==> src/sv/knxgv_pkg.sv <==
`default_nettype none
// ----------------------------------------------------------------------------
// knxgv_pkg
// Shared types and codes for the group value decoder: telegram word, result
// word, status and value kind codes, datapoint main types.
// ----------------------------------------------------------------------------
package knxgv_pkg;

    // telegram word
    typedef struct packed {
        logic [7:0] frame_byte0;
        logic [7:0] frame_byte1;
        logic [7:0] frame_byte2;
        logic [7:0] frame_byte3;
        logic [7:0] frame_byte4;
        logic [7:0] frame_byte5;
        logic [7:0] frame_length;
    } t_frame;

    // result word
    typedef struct packed {
        logic [1:0]  status;
        logic [2:0]  value_kind;
        logic [31:0] value_bits;
    } t_result;

    // configuration registers
    typedef struct packed {
        logic [7:0] dpt_main;
        logic [7:0] dpt_sub;
    } t_dpt_cfg;

    // configuration register indexes
    localparam logic [7:0] CFG_DPT_MAIN = 8'd0;
    localparam logic [7:0] CFG_DPT_SUB  = 8'd1;

    // application layer service codes
    localparam logic [3:0] APCI_RESPONSE = 4'd1;
    localparam logic [3:0] APCI_WRITE    = 4'd2;

    // status codes
    localparam logic [1:0] ST_OK          = 2'd0;
    localparam logic [1:0] ST_NOT_WRITE   = 2'd1;
    localparam logic [1:0] ST_SHORT       = 2'd2;
    localparam logic [1:0] ST_UNSUPPORTED = 2'd3;

    // value kinds
    localparam logic [2:0] KIND_BOOL       = 3'd0;
    localparam logic [2:0] KIND_UNSIGNED   = 3'd1;
    localparam logic [2:0] KIND_SIGNED32   = 3'd2;
    localparam logic [2:0] KIND_HUNDREDTHS = 3'd3;
    localparam logic [2:0] KIND_FLOAT32    = 3'd4;

    // datapoint main types
    localparam logic [7:0] DPT_BOOL    = 8'd1;
    localparam logic [7:0] DPT_U8      = 8'd5;
    localparam logic [7:0] DPT_U16     = 8'd7;
    localparam logic [7:0] DPT_F16     = 8'd9;
    localparam logic [7:0] DPT_S32     = 8'd13;
    localparam logic [7:0] DPT_F32     = 8'd14;
    localparam logic [7:0] DPT_ENUM8   = 8'd20;

    // one-byte subtypes with scaling
    localparam logic [7:0] SUB_PERCENT = 8'd1;
    localparam logic [7:0] SUB_ANGLE   = 8'd3;

    // scale factors
    localparam logic [8:0] SCALE_PERCENT = 9'd100;
    localparam logic [8:0] SCALE_ANGLE   = 9'd360;

endpackage
`default_nettype wire

==> src/sv/knxgv_decode.sv <==
`default_nettype none
// ----------------------------------------------------------------------------
// knxgv_decode
// Combinational decode of one telegram by the configured datapoint type:
// service check, length check, value extraction and scaling.
// ----------------------------------------------------------------------------
module knxgv_decode (
    input  wire knxgv_pkg::t_frame    i_frame,
    input  wire knxgv_pkg::t_dpt_cfg  i_cfg,
    output knxgv_pkg::t_result        o_result
);
    import knxgv_pkg::*;

    logic [3:0]  apci;
    logic [8:0]  scale;
    logic [16:0] scaled;
    logic [24:0] scaled_x257;
    logic [8:0]  quot_est;
    logic [16:0] rem_est;
    logic [8:0]  quot;
    logic [11:0] mant;
    logic [3:0]  expo;
    logic [31:0] f16_bits;
    logic [31:0] word32;

    // service code from bytes 0 and 1
    assign apci = {i_frame.frame_byte0[1:0], i_frame.frame_byte1[7:6]};

    // one-byte scaling: x / 255 via x * 257 / 65536 and one correction step
    always_comb begin
        scale = (i_cfg.dpt_sub == SUB_ANGLE) ? SCALE_ANGLE : SCALE_PERCENT;
        scaled = 17'({9'd0, i_frame.frame_byte2} * {8'd0, scale});
        scaled_x257 = {scaled, 8'd0} + {8'd0, scaled};
        quot_est = scaled_x257[24:16];
        rem_est = scaled - (17'({quot_est, 8'd0}) - 17'(quot_est));
        quot = (rem_est >= 17'd255) ? quot_est + 9'd1 : quot_est;
    end

    // two-byte float: 12-bit two's complement mantissa shifted by exponent
    always_comb begin
        mant = {i_frame.frame_byte2[7], i_frame.frame_byte2[2:0], i_frame.frame_byte3};
        expo = i_frame.frame_byte2[6:3];
        f16_bits = 32'($signed({{20{mant[11]}}, mant}) <<< expo);
    end

    assign word32 = {i_frame.frame_byte2, i_frame.frame_byte3,
                     i_frame.frame_byte4, i_frame.frame_byte5};

    // status and value selection
    always_comb begin
        o_result = '0;
        if (apci != APCI_WRITE && apci != APCI_RESPONSE) begin
            o_result.status = ST_NOT_WRITE;
        end else if (i_frame.frame_length < 8'd2) begin
            o_result.status = ST_SHORT;
        end else begin
            unique case (i_cfg.dpt_main)
                DPT_BOOL: begin
                    o_result.value_kind = KIND_BOOL;
                    o_result.value_bits = {31'd0, i_frame.frame_byte1[0]};
                end
                DPT_U8: begin
                    o_result.value_kind = KIND_UNSIGNED;
                    if (i_cfg.dpt_sub == SUB_PERCENT || i_cfg.dpt_sub == SUB_ANGLE) begin
                        o_result.value_bits = {23'd0, quot};
                    end else begin
                        o_result.value_bits = {24'd0, i_frame.frame_byte2};
                    end
                end
                DPT_ENUM8: begin
                    o_result.value_kind = KIND_UNSIGNED;
                    o_result.value_bits = {24'd0, i_frame.frame_byte2};
                end
                DPT_U16: begin
                    o_result.value_kind = KIND_UNSIGNED;
                    o_result.value_bits = {16'd0, i_frame.frame_byte2, i_frame.frame_byte3};
                end
                DPT_F16: begin
                    o_result.value_kind = KIND_HUNDREDTHS;
                    o_result.value_bits = f16_bits;
                end
                DPT_S32: begin
                    o_result.value_kind = KIND_SIGNED32;
                    o_result.value_bits = word32;
                end
                DPT_F32: begin
                    o_result.value_kind = KIND_FLOAT32;
                    o_result.value_bits = word32;
                end
                default: begin
                    o_result.status = ST_UNSUPPORTED;
                end
            endcase

            // per-type minimum length
            case (i_cfg.dpt_main) inside
                DPT_U8, DPT_ENUM8: begin
                    if (i_frame.frame_length < 8'd3) begin
                        o_result = '0;
                        o_result.status = ST_SHORT;
                    end
                end
                DPT_U16, DPT_F16: begin
                    if (i_frame.frame_length < 8'd4) begin
                        o_result = '0;
                        o_result.status = ST_SHORT;
                    end
                end
                DPT_S32, DPT_F32: begin
                    if (i_frame.frame_length < 8'd6) begin
                        o_result = '0;
                        o_result.status = ST_SHORT;
                    end
                end
                default: begin
                end
            endcase
        end
    end

endmodule
`default_nettype wire

==> src/sv/knx_group_value_decoder.sv <==
`default_nettype none
// ----------------------------------------------------------------------------
// knx_group_value_decoder
// Decodes one group telegram payload by the configured datapoint main and
// sub type into a status, a value kind and a 32-bit value.
// ----------------------------------------------------------------------------
// o_done follows start through the input register and the result register
// throughput: one word per cycle; busy stays low, the decode is one pass of
//   logic between the two registers
// reset: synchronous, active low; clears the valid flags and dpt_main/dpt_sub
// results are shown for one cycle under o_done; the receiver cannot stall
// ----------------------------------------------------------------------------
module knx_group_value_decoder (
    input  wire                  i_clk,
    input  wire                  i_rst_n,
    // command side
    input  wire                  start,
    output logic                 busy,
    input  wire knxgv_pkg::t_frame i_frame,
    // result side
    output logic                 o_done,
    output knxgv_pkg::t_result   o_result,
    // configuration write channel
    input  wire                  i_cfg_valid,
    output logic                 o_cfg_ready,
    input  wire  [7:0]           i_cfg_index,
    input  wire  [7:0]           i_cfg_data
);
    import knxgv_pkg::*;

    logic     r_in_valid;
    t_frame   r_in;
    logic     r_out_valid;
    t_result  r_out;
    t_dpt_cfg r_cfg;
    t_result  n_out;

    assign busy        = 1'b0;
    assign o_cfg_ready = 1'b1;

    // configuration registers
    always_ff @(posedge i_clk) begin
        if (!i_rst_n) begin
            r_cfg <= '0;
        end else if (i_cfg_valid && o_cfg_ready) begin
            if (i_cfg_index == CFG_DPT_MAIN) begin
                r_cfg.dpt_main <= i_cfg_data;
            end else if (i_cfg_index == CFG_DPT_SUB) begin
                r_cfg.dpt_sub <= i_cfg_data;
            end
        end
    end

    // input register
    always_ff @(posedge i_clk) begin
        if (!i_rst_n) begin
            r_in_valid <= 1'b0;
        end else begin
            r_in_valid <= start && !busy;
        end
    end

    always_ff @(posedge i_clk) begin
        if (start && !busy) begin
            r_in <= i_frame;
        end
    end

    // decode
    knxgv_decode u_decode (
        .i_frame  (r_in),
        .i_cfg    (r_cfg),
        .o_result (n_out)
    );

    // result register
    always_ff @(posedge i_clk) begin
        if (!i_rst_n) begin
            r_out_valid <= 1'b0;
        end else begin
            r_out_valid <= r_in_valid;
        end
    end

    always_ff @(posedge i_clk) begin
        if (r_in_valid) begin
            r_out <= n_out;
        end
    end

    assign o_done   = r_out_valid;
    assign o_result = r_out;

endmodule
`default_nettype wire
==> config.mk <==
export PLATFORM = sky130hd
export DESIGN_NAME = knx_group_value_decoder
export DESIGN_NICKNAME = d
export VERILOG_FILES = /design/src/sv/knxgv_pkg.sv /design/src/sv/knxgv_decode.sv /design/src/sv/knx_group_value_decoder.sv
export SDC_FILE = /design/constraint.sdc
export NUM_CORES = 1
export LEC_CHECK = 0
export ABC_AREA = 1
export ABC_CLOCK_PERIOD_IN_PS = 13300
export BUFFER_PORTS_ARGS = -buffer_cell sky130_fd_sc_hd__buf_2
export CORE_ASPECT_RATIO = 1.4
export CORE_MARGIN = 3
export CORE_UTILIZATION = 63
export DETAILED_ROUTE_END_ITERATION = 8
export MAX_ROUTING_LAYER = met4
export PLACE_DENSITY = 0.95
export SLEW_MARGIN = 20
export SYNTH_ARGS = -nofsm -noshare
export SYNTH_HDL_FRONTEND = slang
export SYNTH_SLANG_ARGS = --single-unit
==> constraint.sdc <==
create_clock -name i_clk -period 13.3 [get_ports i_clk]
set_input_delay 1.995 -clock i_clk [delete_from_list [all_inputs] [get_ports i_clk]]
set_output_delay 1.995 -clock i_clk [all_outputs]
set_load 0.01 [all_outputs]
==> Word level (Yosys, flattened, before mapping) <==
Index checks and enable logic that the tools add are counted.
{ "totals": {"in_bits": 76, "word_cells": 60, "regBits": 105} }
{ "classes": {"n_mul": 1, "muxes": 12, "bitwise": 1, "order_cmp": 5, "shifts": 1, "addsub": 4, "n_eq_ne": 12, "reduce_logical": 10} }
{ "ops": {"columns": ["op", "count"], "rows": [
  ["one-hot mux 35 bit (7 select lines)", 1],
  ["2-to-1 mux 37 bit", 6],
  ["<<< shifter 12 x 4 -> 32 bit", 1],
  ["2-to-1 mux 9 bit", 3],
  ["adder 25 x 17 -> 25 bit", 1],
  ["equality test 8 x 1 -> 1 bit (second input constant)", 3],
  ["equality test 8 x 4 -> 1 bit (second input constant)", 3],
  ["greater-or-equal comparator 17 x 8 -> 1 bit (second input constant)", 1],
  ["multiplier 8 x 9 -> 17 bit", 1],
  ["subtractor 17 bit", 1],
  ["subtractor 17 x 9 -> 17 bit", 1],
  ["equality test 8 x 3 -> 1 bit (second input constant)", 2],
  ["less-than comparator 8 x 2 -> 1 bit (second input constant)", 2],
  ["less-than comparator 8 x 3 -> 1 bit (second input constant)", 2],
  ["adder 9 x 1 -> 9 bit (second input constant)", 1],
  ["equality test 8 x 2 -> 1 bit (second input constant)", 1],
  ["equality test 8 x 5 -> 1 bit (second input constant)", 1],
  ["logical NOT 8 bit", 1],
  ["OR reduction 2 bit", 4],
  ["OR reduction 7 bit", 1],
  ["2-to-1 mux 2 bit", 2],
  ["!= test 4 x 1 -> 1 bit (second input constant)", 1],
  ["!= test 4 x 2 -> 1 bit (second input constant)", 1],
  ["AND reduction 3 bit", 1],
  ["other kinds (4)", 4]
]} }

==> Depth between registers and ports, before layout <==
Gate-level depths: netlist of run 1.
{ "depth": {"word_depth": 15, "depth_mapped": 57, "depth_no_buf": 54} }

==> Hierarchy <==
A second synthesis of run 1 with hierarchy kept.
{ "hier_totals": {"hier_cells": 1024, "hier_area_um2": 8252.9} }
{ "modules_own_cells": {"columns": ["module", "cells_each", "n_inst", "area_each_um2", "seq_area_each_um2"], "rows": [
  ["knxgv_decode", 813, 1, 4590.7, 0.0],
  ["knx_group_value_decoder", 211, 1, 3662.3, 3153.0]
]} }

==> Least setup slack after synthesis of run 1 <==
No wires, ideal clock.
{ "synth_timing": {"kind": "register to register", "from": "register r_cfg[5] (netlist bit)", "to": "register r_out (netlist bit o_result[2]), data pin", "synth_period_minus_slack_ps": 8310, "path_slack_ps": 4990, "stages_incl_launch_ff": 52, "arrival_ps": 8037, "setup_ps": 273, "t_required_ps": 13027, "path_cell_list": "dfxtp_1 > inv_1 > nand2_1 > nor3_1 > and2_1 > clkbuf_1 > nand2_1 > clkbuf_1 > nor2_1 > ha_1 > fa_1 > fa_1 > inv_1 > fa_1 > inv_1 > ha_1 > a21oi_1 > nor2_1 > [16 not listed] > ha_1 > a21oi_1 > o21ai_0 > inv_1 > o21ai_0 > a21oi_1 > xor2_1 > nor2_1 > nand2_1 > nor2_1 > nand3_1 > inv_2 > nand2_2 > buf_6 > nand3_1 > nand2_1 > o21ai_1 > a21oi_1"} }
{ "synth_between": {"elab_chain_len": 14, "word_cells_on_any_way": 19, "classes_between": "add/sub (4); mul (1); order compare (1); eq/ne (2); mux (10); reduce/logical (1)"} }
{ "synth_lines": {"columns": ["item", "line", "rtl"], "rows": [
  ["start: declaration", "knx_group_value_decoder.sv:35", "t_dpt_cfg r_cfg;"],
  ["equality test 8 x 2 -> 1 bit", "knxgv_decode.sv:31, knxgv_decode.sv:64", null],
  ["2-to-1 mux 9 bit", "knxgv_decode.sv:31", "scale = (i_cfg.dpt_sub == SUB_ANGLE) ? SCALE_ANGLE : SCALE_PERCENT;"],
  ["multiplier 8 x 9 -> 17 bit", "knxgv_decode.sv:32", "scaled = 17'({9'd0, i_frame.frame_byte2} * {8'd0, scale});"],
  ["adder 25 x 17 -> 25 bit", "knxgv_decode.sv:33", "scaled_x257 = {scaled, 8'd0} + {8'd0, scaled};"],
  ["subtractor 17 x 9 -> 17 bit", "knxgv_decode.sv:35", "rem_est = scaled - (17'({quot_est, 8'd0}) - 17'(quot_est));"],
  ["subtractor 17 bit", "knxgv_decode.sv:35", null],
  ["greater-or-equal comparator 17 x 8 -> 1 bit", "knxgv_decode.sv:36", "quot = (rem_est >= 17'd255) ? quot_est + 9'd1 : quot_est;"],
  ["2-to-1 mux 9 bit", "knxgv_decode.sv:36", null],
  ["2-to-1 mux 9 bit (*)", "knxgv_decode.sv:64", "if (i_cfg.dpt_sub == SUB_PERCENT || i_cfg.dpt_sub == SUB_ANGLE) begin"],
  ["one-hot mux 35 bit (7 select lines) (*)", "knxgv_decode.sv:57", "unique case (i_cfg.dpt_main)"],
  ["2-to-1 mux 37 bit", "knxgv_decode.sv:110", "if (i_frame.frame_length < 8'd6) begin"],
  ["2-to-1 mux 37 bit (2 in a row)", "knxgv_decode.sv:96", "case (i_cfg.dpt_main) inside"],
  ["2-to-1 mux 37 bit (*)", "knxgv_decode.sv:96", null],
  ["end signal: assignment", "knx_group_value_decoder.sv:87", "r_out <= n_out;"],
  ["end: declaration", "knx_group_value_decoder.sv:34", "t_result r_out;"]
]} }
Every way passes the cells marked *; elsewhere a longest branch is shown, timed or not.
A chain may end at the register's enable or synchronous reset.

==> Worst setup path after layout of run 1 <==
{ "layout_timing": {"from": "register r_cfg[5] (netlist bit)", "to": "register r_out (netlist bit o_result[8]), data pin"} }
The elaborated chain is that of the path after synthesis.

==> results.json, run 1 <==
{
  "ys.warnings.count": 0,
  "diodes": 0,
  "synth_top_cell_area_share_pct": 31.6,
  "gp_congestion": 0.979,
  "synth_most_common_cell": "nand2_1",
  "io_buffers": 102,
  "path_max_fanout": 12,
  "ir_drop_mv": 0.175,
  "grt_pass1_vias": 7013,
  "p_per_area_mw_per_mm2": 225,
  "cp_slowest_cell": "fa_1",
  "routed_wl_mm": 21.0,
  "cts_root_buf": "clkbuf_16",
  "dieArea_sq_mm": 0.0138,
  "yosys-top-cells-area": "edfxtp_1 32%, ha_1 12%, nand2_1 7.9%",
  "holdBufCountCts": 0,
  "status": "finished, final reports clean",
  "cp.required_ps": 13470,
  "cts_tree": "done",
  "routed_via_density": 5.92,
  "io_pins": 116,
  "nFillCells": 906,
  "die_h_um": 138,
  "min_period_ps": 9860,
  "cts_max_level": 3,
  "hold_violations": 0,
  "fin_worst_skew_ps": 16.0,
  "placed_area_sq_mm": 0.00842,
  "synth_cell_types": 54,
  "avgSynthCellArea_sq_um": 8.07,
  "dpl.hpwl_mm": 16.6,
  "clk_latency_ps": 370,
  "crit_top_cell": "nand2_1",
  "final_area_sq_mm": 0.00872,
  "synthCells": 966,
  "antenna_found_initial": 0,
  "cts_buffers": 9,
  "fin_crit_sh_pct": 74.2,
  "syn_area_sq_mm": 0.00780,
  "post-cts-setup-buffer-count": 0,
  "synth_ff_type": "edfxtp_1",
  "setup_viol": 0,
  "async_flop_share_pct": 0,
  "finalNetCount": 1227,
  "grt_use_total_pct": 31.7,
  "row_count": 47,
  "rsz0062_at_grt": "false",
  "initialDrtViolationCount": 546,
  "slew_headroom_pct": 33.2,
  "syn_to_final_growth_pct": 11.8,
  "endpoint_kind": "flop",
  "cts_buffer_depth": 2,
  "grt_remaining_overflow": 0,
  "slowest_delay_ps": 560,
  "synth_top_area_cell": "edfxtp_1",
  "cts_sinks": 100,
  "max_cap_viol_count": 0,
  "grt_max_degree": 47,
  "critPathKind": "flop to flop",
  "ant_nets": 0,
  "cts_resized": 0,
  "dieWidth_um": 100,
  "core_sq_mm": 0.0119,
  "arrival_ps": 10030,
  "worst_pin_slew_ps": 1000,
  "max_freq_ghz": 0.101,
  "holdCritPathClass": "flop to flop",
  "critPathLaunchType": "flop",
  "drtPass1Iterations": 5,
  "ys_ff_latch": 100,
  "synth_edf_count": 82,
  "ys_seq_area_share_pct": 36.2,
  "synth_common_cells": "164 x nand2_1, 157 x inv_1, 107 x nor2_1, 82 x edfxtp_1, 72 x ha_1",
  "num_vias": 7193,
  "layout-drive-gt1-share_pct": 15.4,
  "slew_viol_final": 0,
  "setup_tns_ps": 0,
  "drc": 0,
  "p_leak_nw": 4.13,
  "cts.clk_slew.worst_paths_ps": 70,
  "initial_core_util_pct": 65.3,
  "wire_per_inst_um": 17.3,
  "grt_pass1_wl_mm": 33.0
}
## per-stage QoR
step           power, mW  cells  setup slack, ps  hold slack, ps  util [%]
2_1_floorplan       1.41    972             4990             429         -
3_3_place_gp        1.65   1199             3800             432      70.6
3_5_place_dp        1.68   1199             3600             464      70.6
4_1_cts             1.95   1215             3550             474      73.0
5_1_grt             2.14   1215             2740             478      73.0
6_report            1.96   1215             3440             471      73.0
## per-layer routing
layer	global-route usage (%)	part of all wire (%)
met2	54.9	51
met4	14.1	4.1
met1	35.7	37
met5	-	0
met3	5.52	8.3
## logic make-up (layout without fill, tap and decap cells)
kind of cell / count (synthesis) / after routing / synth area share, %
fa+ha+maj: 88 / 88 / 15.7
buf+inv: 186 / 282 / 9.14
other cells: 2 / 8 / 0.0963
simple gates: 375 / 375 / 21.3
mux: 6 / 6 / 0.770
xor+xnor: 23 / 23 / 2.78
compound gates: 186 / 186 / 14.1
flops: 100 / 100 / 36.2
## cells in the final DEF, fill, tap and decap left out, types with 14 or more instances in the layout
master / netlist / final
a21oi_1: 66 / 66
a221oi_1: 14 / 14
buf_2: 0 / 102
dfxtp_1: 18 / 18
edfxtp_1: 82 / 82
fa_1: 16 / 16
ha_1: 72 / 72
inv_1: 157 / 157
nand2_1: 164 / 163
nand3_1: 38 / 38
nor2_1: 107 / 107
nor3_1: 15 / 15
o21ai_0: 57 / 57
xor2_1: 19 / 19
## report_power, final
part | total (mW) | switching, mW | leakage [nW] | internal (mW)
clock network | 0.262 | 0.130 | 0.139 | 0.132
registers | 0.369 | 0.0144 | 0.941 | 0.354
logic | 1.33 | 0.847 | 3.05 | 0.480
## final cells by class
class                      instances  area (sq um)  area share (%)
timing repair buffer             103           518            5.94
tap                              147           184            2.11
sequential                       100          2820            32.4
clock buffer                       9           225            2.58
clock inverter                     7          67.6           0.775
multi-input combinational        686          4290            49.2
inverter                         163           612            7.02
## path summary, 6_finish.rpt
path / from / endpoint / slack [ps] / depth (start not counted)
worst max-delay path: r_cfg[5]$_SDFFE_PN0P_ / o_result[8]$_SDFFCE_PP0P_ / 3440 / 49
worst min-delay path: r_cfg[4]$_SDFFE_PN0P_ / r_cfg[4]$_SDFFE_PN0P_ / 470 / 2
worst max register to register: r_cfg[5]$_SDFFE_PN0P_ / o_result[8]$_SDFFCE_PP0P_ / 3440 / 49
worst min register to register: r_cfg[4]$_SDFFE_PN0P_ / r_cfg[4]$_SDFFE_PN0P_ / 470 / 2
## critical path, delay by kind of cell (launching register included)
family / cells / cell delay (ps)
adder cells (fa/ha/maj): 9 / 3570
AND/OR/NAND/NOR: 22 / 3120
AO/OA/AOI/OAI: 9 / 1940
buffers and inverters: 8 / 580
flip-flops: 1 / 300
XOR/XNOR: 1 / 160
## state kept, by name, summed over array words and instances, names as in the netlist
signal      count
o_result       37
r_in_valid      1
r_cfg          16
o_done          1
r_in           45
(Power assumes the default switching activity.)
==> run 2: changes to the inputs <==
- ABC_CLOCK_PERIOD_IN_PS: 13300 -> 9700
- CORE_UTILIZATION: 63 -> 59
- PLACE_DENSITY: 0.95 -> 0.93
- clock period: 13.3 -> 9.7 ns (I/O delays scaled with it)
==> results.json, run 2 (synthesized netlist as in run 1, its figures left out) <==
{
  "post-cts-setup-buffer-count": 0,
  "io_pins": 116,
  "largest_reg_flops": 45,
  "min_period_ps": 9070,
  "initialDrtViolationCount": 686,
  "p_per_area_mw_per_mm2": 311,
  "path_max_fanout": 12,
  "final_common_cell": "nand2_1",
  "slew_viol_final": 0,
  "cts_max_level": 3,
  "gp_congestion": 1.01,
  "fin_crit_sh_pct": 93.5,
  "cp_slowest_cell": "fa_1",
  "cts_resized": 0,
  "use_met1_pct": 33.2,
  "arrival_ps": 9140,
  "holdCritPathClass": "flop to flop",
  "cp.required_ps": 9770,
  "ant_nets": 0,
  "grt_pass1_wl_mm": 32.2,
  "cts_tree": "done",
  "antenna_found_initial": 0,
  "drtPass1Iterations": 6,
  "wire_per_inst_um": 16.3,
  "slowest_delay_ps": 550,
  "routed_via_density": 5.70,
  "dieWidth_um": 103,
  "critPathKind": "flop to flop",
  "ir_drop_mv": 0.289,
  "grt_use_met2_pct": 48.9,
  "critPathLaunchType": "flop",
  "syn_to_final_growth_pct": 12.7,
  "cts.clk_slew.worst_paths_ps": 70,
  "core_sq_mm": 0.0129,
  "final_cell_mix": "162 x nand2_1, 157 x inv_1, 105 x nor2_1",
  "cpLargestDelayFamily": "adder cells",
  "reg2reg_slack_ps": 630,
  "globalRouteMet3Util_pct": 4.12,
  "drc": 0,
  "holdBufCountCts": 0,
  "num_vias": 6993,
  "io_buffers": 102,
  "slew_headroom_pct": 33.0,
  "max_cap_viol_count": 0,
  "diodes": 0,
  "status": "finished, final reports clean",
  "cts_buffers": 9,
  "cts_buffer_depth": 2,
  "grt_use_total_pct": 29.1,
  "cts_root_buf": "clkbuf_16",
  "fin_util_pct": 68.3,
  "finalNetCount": 1232,
  "cts_sinks": 100,
  "endpoint_kind": "flop",
  "worst_pin_slew_ps": 1010,
  "crit_top_cell": "inv_1",
  "initial_core_util_pct": 60.6,
  "dieArea_sq_mm": 0.0147,
  "power_mw": 2.73,
  "hold_violations": 0,
  "dpl.hpwl_mm": 15.9,
  "top_usage_layer": "met2",
  "fin_worst_skew_ps": 11.0,
  "clk_latency_ps": 350,
  "grt_pass1_vias": 6943,
  "routed_wl_mm": 20.0,
  "setup_viol": 0,
  "die_h_um": 142,
  "row_count": 49,
  "grt_max_degree": 47,
  "p_leak_nw": 4.16,
  "whs_ps": 456,
  "grt_remaining_overflow": 0,
  "top_register": "r_in",
  "layout-drive-gt1-share_pct": 16.2,
  "max_freq_ghz": 0.110,
  "cp_num_buf_inv": 8
}
-- run 2: per-layer routing --
layer / share of wire, % / vias to the layer above / routed length [um]
met1: 37 / 3135 / 7360
met2: 51 / 347 / 10200
met4: 4.6 / 0 / 926
li1: - / 3433 / -
met5: 0 / - / 0
met3: 7.7 / 78 / 1550
-- run 2: area by class of cell --
class	instances	area [sq um]
clock inverters	7	80.1
flip-flops and latches	100	2820
multi-input cells	686	4300
well taps	153	191
repair buffers	108	556
clock buffers	9	225
inverters	163	612
fillers	997	4090
-- run 2: path summary, 6_finish.rpt --
kind                    startpoint                        end  cells past startpoint
min reg2reg  r_cfg[4]$_SDFFE_PN0P_      r_cfg[4]$_SDFFE_PN0P_                      2
min          r_cfg[4]$_SDFFE_PN0P_      r_cfg[4]$_SDFFE_PN0P_                      2
max          r_cfg[5]$_SDFFE_PN0P_  o_result[8]$_SDFFCE_PP0P_                     47
max reg2reg  r_cfg[5]$_SDFFE_PN0P_  o_result[8]$_SDFFCE_PP0P_                     47
-- run 2: power breakdown --
group          switching [mW]  internal, mW
Sequential             0.0185         0.486
Combinational            1.18         0.681
Clock                   0.165         0.204
-- run 2: worst min-delay path: stages (launching register included) --
cell and delay (ps):
dfxtp_1 300, inv_1 60, a21oi_1 50
-- run 2: metrics by stage --
step / TNS (ps) / instances / cell area [sq um] / setup WS, ps
3_3_place_gp: 0 / 1210 / 8470 / 654
5_1_grt: -29.4 / 1226 / 8790 / -14.0
2_1_floorplan: 0 / 972 / 7820 / 1390
4_1_cts: 0 / 1226 / 8770 / 354
6_report: 0 / 1226 / 8790 / 630
3_5_place_dp: 0 / 1210 / 8470 / 412
